## config.mk

```make
export PLATFORM = sky130hd
export DESIGN_NAME = rffp_sqrt
export DESIGN_NICKNAME = d
export VERILOG_FILES = /design/src/rtl/rffp_pkg.sv /design/src/rtl/rffp_sqrt.sv
export SDC_FILE = /design/constraint.sdc
export NUM_CORES = 2
export LEC_CHECK = 0
export BUFFER_PORTS_ARGS = -buffer_cell sky130_fd_sc_hd__buf_4
export CAP_MARGIN = 30
export CORE_MARGIN = 10
export CORE_UTILIZATION = 25
export DETAILED_ROUTE_END_ITERATION = 16
export GPL_TIMING_DRIVEN = 0
export PLACE_DENSITY = 0.48
export SYNTH_ARGS = -nofsm -noshare
export SYNTH_HDL_FRONTEND = slang
export SYNTH_SLANG_ARGS = --single-unit
export TNS_END_PERCENT = 30
```

## constraint.sdc

```tcl
create_clock -name clk -period 5.6 [get_ports clk]
set_clock_uncertainty 0.1 [all_clocks]
set_input_delay 0.84 -clock clk [delete_from_list [all_inputs] [get_ports clk]]
set_output_delay 0.84 -clock clk [all_outputs]
set_load 0.02 [all_outputs]
```

## src/rtl/rffp_pkg.sv

```systemverilog
// Shared constants and types for the ring flow field point core.
`default_nettype none
package rffp_pkg;

    localparam int GRID_WIDTH  = 1024;
    localparam int GRID_HEIGHT = 1024;

    localparam int COORD_W = 10;
    localparam int OFF_W   = 11;
    localparam int STEP_W  = 20;
    localparam int RAD_W   = 19;
    localparam int SCALE_W = 24;
    localparam int CFG_W   = 24;
    localparam int IDX_W   = 3;
    localparam int R2_W    = 21;
    localparam int ROOT_W  = 27;
    localparam int MAG_W   = 54;
    localparam int DEN_W   = 27;
    localparam int FLOW_W  = 32;

    localparam int SQ_STEPS  = ROOT_W;
    localparam int DIV_STEPS = FLOW_W;
    localparam int DIV_LAT   = DIV_STEPS + 1;
    localparam int TOT_LAT   = SQ_STEPS + DIV_LAT;

    localparam logic [IDX_W-1:0] REG_CENTER_X = 3'd0;
    localparam logic [IDX_W-1:0] REG_CENTER_Y = 3'd1;
    localparam logic [IDX_W-1:0] REG_INNER    = 3'd2;
    localparam logic [IDX_W-1:0] REG_OUTER    = 3'd3;
    localparam logic [IDX_W-1:0] REG_SCALE    = 3'd4;
    localparam logic [IDX_W-1:0] REG_UNIFORM  = 3'd5;

    localparam logic [FLOW_W-1:0] FLOW_MAX = 32'h7FFF_FFFF;
    localparam logic [FLOW_W-1:0] FLOW_MIN = 32'h8000_0000;

    typedef struct packed {
        logic [COORD_W-1:0] col;
        logic [COORD_W-1:0] row;
        logic               ring;
        logic               neg_u;
        logic               neg_v;
    } side_t;

endpackage
`default_nettype wire

```

## src/rtl/rffp_sqrt.sv

```systemverilog
// Pipelined digit-by-digit square root of r2 * 2^32, one result bit per stage.
`default_nettype none
module rffp_sqrt (
    input  wire logic                        clk,
    input  wire logic                        rst_n,
    input  wire logic                        in_valid,
    input  wire logic [rffp_pkg::R2_W-1:0]   in_r2,
    output logic                             out_valid,
    output logic [rffp_pkg::ROOT_W-1:0]      out_root
);
    import rffp_pkg::*;

    localparam int XR_W  = R2_W + 1;
    localparam int REM_W = ROOT_W + 2;
    localparam int CUR_W = REM_W + 2;

    logic              valid_reg [SQ_STEPS];
    logic [REM_W-1:0]  rem_reg   [SQ_STEPS];
    logic [ROOT_W-1:0] root_reg  [SQ_STEPS];
    logic [XR_W-1:0]   xr_reg    [SQ_STEPS];

    genvar k;
    generate
        for (k = 0; k < SQ_STEPS; k++) begin : g_step
            logic              valid_src;
            logic [REM_W-1:0]  rem_src;
            logic [ROOT_W-1:0] root_src;
            logic [XR_W-1:0]   xr_src;
            logic [CUR_W-1:0]  cur;
            logic [CUR_W-1:0]  trial;
            logic              ge;

            if (k == 0) begin : g_first
                assign valid_src = in_valid;
                assign rem_src   = '0;
                assign root_src  = '0;
                assign xr_src    = {1'b0, in_r2};
            end else begin : g_next
                assign valid_src = valid_reg[k-1];
                assign rem_src   = rem_reg[k-1];
                assign root_src  = root_reg[k-1];
                assign xr_src    = xr_reg[k-1];
            end

            assign cur   = {rem_src, xr_src[XR_W-1 -: 2]};
            assign trial = {2'b00, root_src, 2'b01};
            assign ge    = (cur >= trial);

            always_ff @(posedge clk or negedge rst_n)
            begin
                if (!rst_n)
                begin
                    valid_reg[k] <= 1'b0;
                end
                else
                begin
                    valid_reg[k] <= valid_src;
                end
            end

            always_ff @(posedge clk)
            begin
                rem_reg[k]  <= ge ? REM_W'(cur - trial) : REM_W'(cur);
                root_reg[k] <= {root_src[ROOT_W-2:0], ge};
                xr_reg[k]   <= {xr_src[XR_W-3:0], 2'b00};
            end
        end
    endgenerate

    assign out_valid = valid_reg[SQ_STEPS-1];
    assign out_root  = root_reg[SQ_STEPS-1];

endmodule
`default_nettype wire

```

# Word-level counts from Yosys, hierarchy flattened
# Memory sizes are Yosys's and may differ from the RTL's.
# Cells that the tools add are included.
[totals]
reg_bits = 27
ramBits = 2052
input_bits = 24
out_inout_bits = 28
n_memories = 3
[mem_list]
columns = ["name", "words", "word_bits", "read_ports", "rd_clocked_by_memory_dff", "write_ports", "line_no", "rtl"]
rows = [
  ["rem_reg", 27, 29, 26, 0, 27, "rffp_sqrt.sv:18", "logic [REM_W-1:0] rem_reg [SQ_STEPS];"],
  ["root_reg", 27, 27, 27, 0, 27, "rffp_sqrt.sv:19", "logic [ROOT_W-1:0] root_reg [SQ_STEPS];"],
  ["xr_reg", 27, 20, 26, 0, 27, "rffp_sqrt.sv:20", "logic [XR_W-1:0] xr_reg [SQ_STEPS];"],
]
[classes]
add_sub_neg = 27
n_lt_le_gt_ge = 27
mux = 27
[op_table]
columns = ["operator", "count"]
rows = [
  ["$ge A31 B29 Y1", 26],
  ["$mux W29", 27],
  ["$sub A29 B29 Y29", 26],
  ["$sub A1 B1 Y2 const B", 1],
  ["$ge A1 B1 Y1 const B", 1],
]

# Logic depth before layout (Yosys ltp)
# An unclocked memory read counts as a cell.
[depth]
word_depth = 3
mapped_depth = 14

# Least setup slack after synthesis
# No wires, ideal clock.
[synth_timing]
path_kind = "register to register"
start = "mem rem_reg[1][174] (netlist bit)"
end = "mem rem_reg[1][229] (netlist bit)"
setup_ps = 121
arrival_ps = 3019
required_time_ps = 5379
setup_slack_ps = 2361
stages_incl_launch_ff = 11
cell_sequence = "dfxtp_1 ha_1 fa_1 a211oi_1 o21ai_0 a31oi_1 nor3_1 a2111oi_0 o21ai_0 a31oi_1 mux2_2"
[synth_rtl]
columns = ["element", "line_no"]
rows = [
  ["start, declared", "rffp_sqrt.sv:18"],
]

==> impl_results.md <==
* Status: finished, final reports clean
* TritonRoute pass-1 iters at 5
* Setup Crit Path Kind: reg2reg
* H-tree depth at 4
* First-pass GRT wire length at 180000 µm
* Routed Antenna Nets at 0
* Final WS setup at 1030 ps
* Clock Power Share at 37.9%
* Root Buffer: clkbuf_16
* Mapped Nets at 5727
* Layout Nets at 5927
* Largest register FFs at 692
* Initial Util at 25.2%
* Int Power at 17300 µW
* Vias per inst at 4.33
* Port buffer count at 51
* CP Cell Sequence: inv_1 > ha_1 > a2111oi_0 > o21ai_0 > a221oi_1 > o21ai_0 > a31oi_1 > inv_1 > o21ai_1 > nor4_1 > xor2_1
* Final Cycle Share at 81.7%
* Syn Std Cell Area at 50900 µm²
* Dpl hpwl at 84500 µm
* Die H at 471 µm
* Num rows at 165
* Largest cells by area after synthesis: dfxtp_1 46%, ha_1 9.2%, xnor2_1 4.9%
* Routability cong. at 0.846
* Synth cell types at 84
* Total Routing Usage GR at 9.60%
* Synth top area share at 46.4%
* Worst endpoint data arrival time at 5100 ps
* Drt wl/cell at 13.1 µm
* Die width at 471 µm
* Remaining Overflow, GRT at 0
* I/O pin total at 52
* CP max stage delay at 830 ps
* Clk_lat worst skew at 760 ps
* Sw Pwr at 6680 µW
* Setup TNS at 0 ps
* Max Freq at 0.219 GHz
* Max_slew headroom at 22.4%
* Area leader, netlist: dfxtp_1
* CTS Buf Count at 134
* Critical Path End Type: register
* Sequential share of power at 46.4%
* Pwr dens at 404 nW/µm²
* Crit path max-delay family: compound AO/OA/AOI/OAI gates
* Worst VDD drop at 0.000268 V
* Die area at 222000 µm²
* Final setup viols at 0
* Worst slack at placement at 941 ps
* Crit path time final at 4570 ps
* CTS tree: yes
* EDFF count, synth at 0
* #FFs+latches synth at 1207
* Unrepaired setup endpoints after global routing: no
* Leakage at 0.0274 µW
* Synthesis Warnings at 0
* Combinational cell fraction of total power at 15.7%
* Switch share at 27.8%
* Element type at the critical path start: register
* WL final at 108000 µm
* CTS Sinks at 1207
* Share of layout cells above drive strength 1 at 7.49%
* Layout area overhead at 16.7%
* Clk slew on worst S/H paths at 60 ps
* Primary FF master, synth: dfxtp_1
* Vias in the first global route at 37543
* Via count at 35918
* Post-Syn Area per Cell at 9.58 µm²
* Pin count of the biggest net entering global routing at 28
* Worst Hold Class: in2reg
* Slowest-stage cell, CP: a31oi_1
* Drt drc at 0
* Hold Fails Final Rpt at 0
* Max clock buf depth at 3
* Sequential element share of the synthesized area at 47.7%
* Post-CTS Resized at 0
* Final Slew Violations at 0
* Area of the core at 202000 µm²
* Cell count after synthesis at 5315
* CP bufs+invs at 2
* Post-synth ARST share at 2.24%
* 1st-iter DRT viols at 1294
* Max cap viols at 0
* Least-Margin Pin Slew at 1140 ps
* Initial antenna violation count at 1
* Peak fanout along the critical path at 7
* WP data required at 6130 ps
layer usage:
layer,wire [µm],track usage [%],up-vias
li1,-,-,18611
met1,46500,10.6,16488
met2,53500,17.5,532
met3,3650,1.87,287
met4,4850,4.65,0
met5,0,0,-
power by group through the flow:
| stage | combinational, µW | sequential (µW) | clock, µW |
|---|---|---|---|
| floorplan | 3010 | 11000 | 0 |
| global placement | 3760 | 11300 | 0 |
| detailed placement | 3780 | 11300 | 0 |
| CTS | 3800 | 11200 | 9440 |
| global route | 4280 | 11300 | 9780 |
| finish | 3760 | 11200 | 9090 |
cells by family after synthesis:
kind of cell	share of synthesized area (%)
buffers and inverters	4.26
xor gates and xnor gates	9.32
and+or+nand+nor	13.9
muxes	1.76
other	0.00737
AOI/OAI and AO/OA	13.2
adders and majority gates	9.76
DFF	47.7
worst reg2reg max path: stages (launching register included):
cell and delay [ps]:
dfxtp_1 370, inv_1 60, ha_1 320, a2111oi_0 430, o21ai_0 230, a221oi_1 580
o21ai_0 400, a31oi_1 840, inv_1 420, o21ai_1 430, nor4_1 120, xor2_1 160
cell usage after synthesis, drive strengths merged (31+ instances only):
library cell  count
a21o            143
a21oi           385
and3             31
clkbuf           73
dfxtp          1180
ha              373
inv             494
mux2             76
nand2           316
nand2b           75
nand3            80
nand4            35
nor2            391
nor2b            57
nor3            149
nor4             86
o21a             58
o21ai           254
o21bai           43
or2              36
or3              47
or4              47
xnor2           283
xor2            258
cell type report:
cell class	instances	area (µm²)
multi-input combinational	3532	24400
buffer	82	313
clock inverter	67	910
timing repair buffer	64	489
clock buffer	174	3750
tap	2672	3340
sequential	1207	24300
fill	21133	143000
antenna	1	2.50
inverter	494	1850
cells in the final DEF, fill, tap and decap left out, types with 13 or more instances in the layout:
cell type  count
a211o_1       14
a211oi_1      27
a21o_1       143
a21oi_1      385
a31oi_1       24
and2_1        22
and3_1        29
buf_4         56
bufinv_16     15
clkbuf_1      91
clkbuf_16    136
clkbuf_8      20
clkinv_2      22
dfrtp_1       27
dfxtp_1     1180
fa_1          15
ha_1         373
inv_1        492
mux2_2        76
nand2_1      316
nand2b_1      75
nand3_1       79
nand4_1       35
nand4b_1      13
nor2_1       391
nor2b_1       57
nor3_1       149
nor4_1        86
o211ai_1      17
o21a_1        58
o21ai_0      250
o21bai_1      43
o31ai_1       21
or2_2         34
or3_1         47
or4_1         46
xnor2_1      282
xor2_1       258
path summary, 6_finish.rpt:
kind / startpoint / endpoint / slack (ps) / cells after the start
max: root_reg[0][357] / rem_reg[0][428] / 1030 / 11
min: in_r2[3] / xr_reg[0][3] / 80 / 1
max reg2reg: root_reg[0][357] / rem_reg[0][428] / 1030 / 11
min reg2reg: xr_reg[0][29] / xr_reg[0][51] / 220 / 0
max in group asynchronous: rst_n / g_step[16].valid_src / 4710 / 2
min in group asynchronous: rst_n / out_valid / 440 / 2
through the flow:
stage               power (µW)  util [%]  cells  hold slack [ps]  area, µm²
CTS                      24400      29.4   8292             3.05      59400
global placement         15100      27.0   8038              211      54600
global route             25400      29.4   8293             18.1      59400
floorplan                14000         -   5315              210      50900
detailed placement       15100      27.0   8046              212      54700
finish                   24000      29.4   8293             78.4      59400
repair_timing:
action                    4_1_cts  5_1_grt
hold buffers                    5        0
buffers inserted                0        0
hold endpoints to repair       31        0
(Power assumes the default switching activity.)
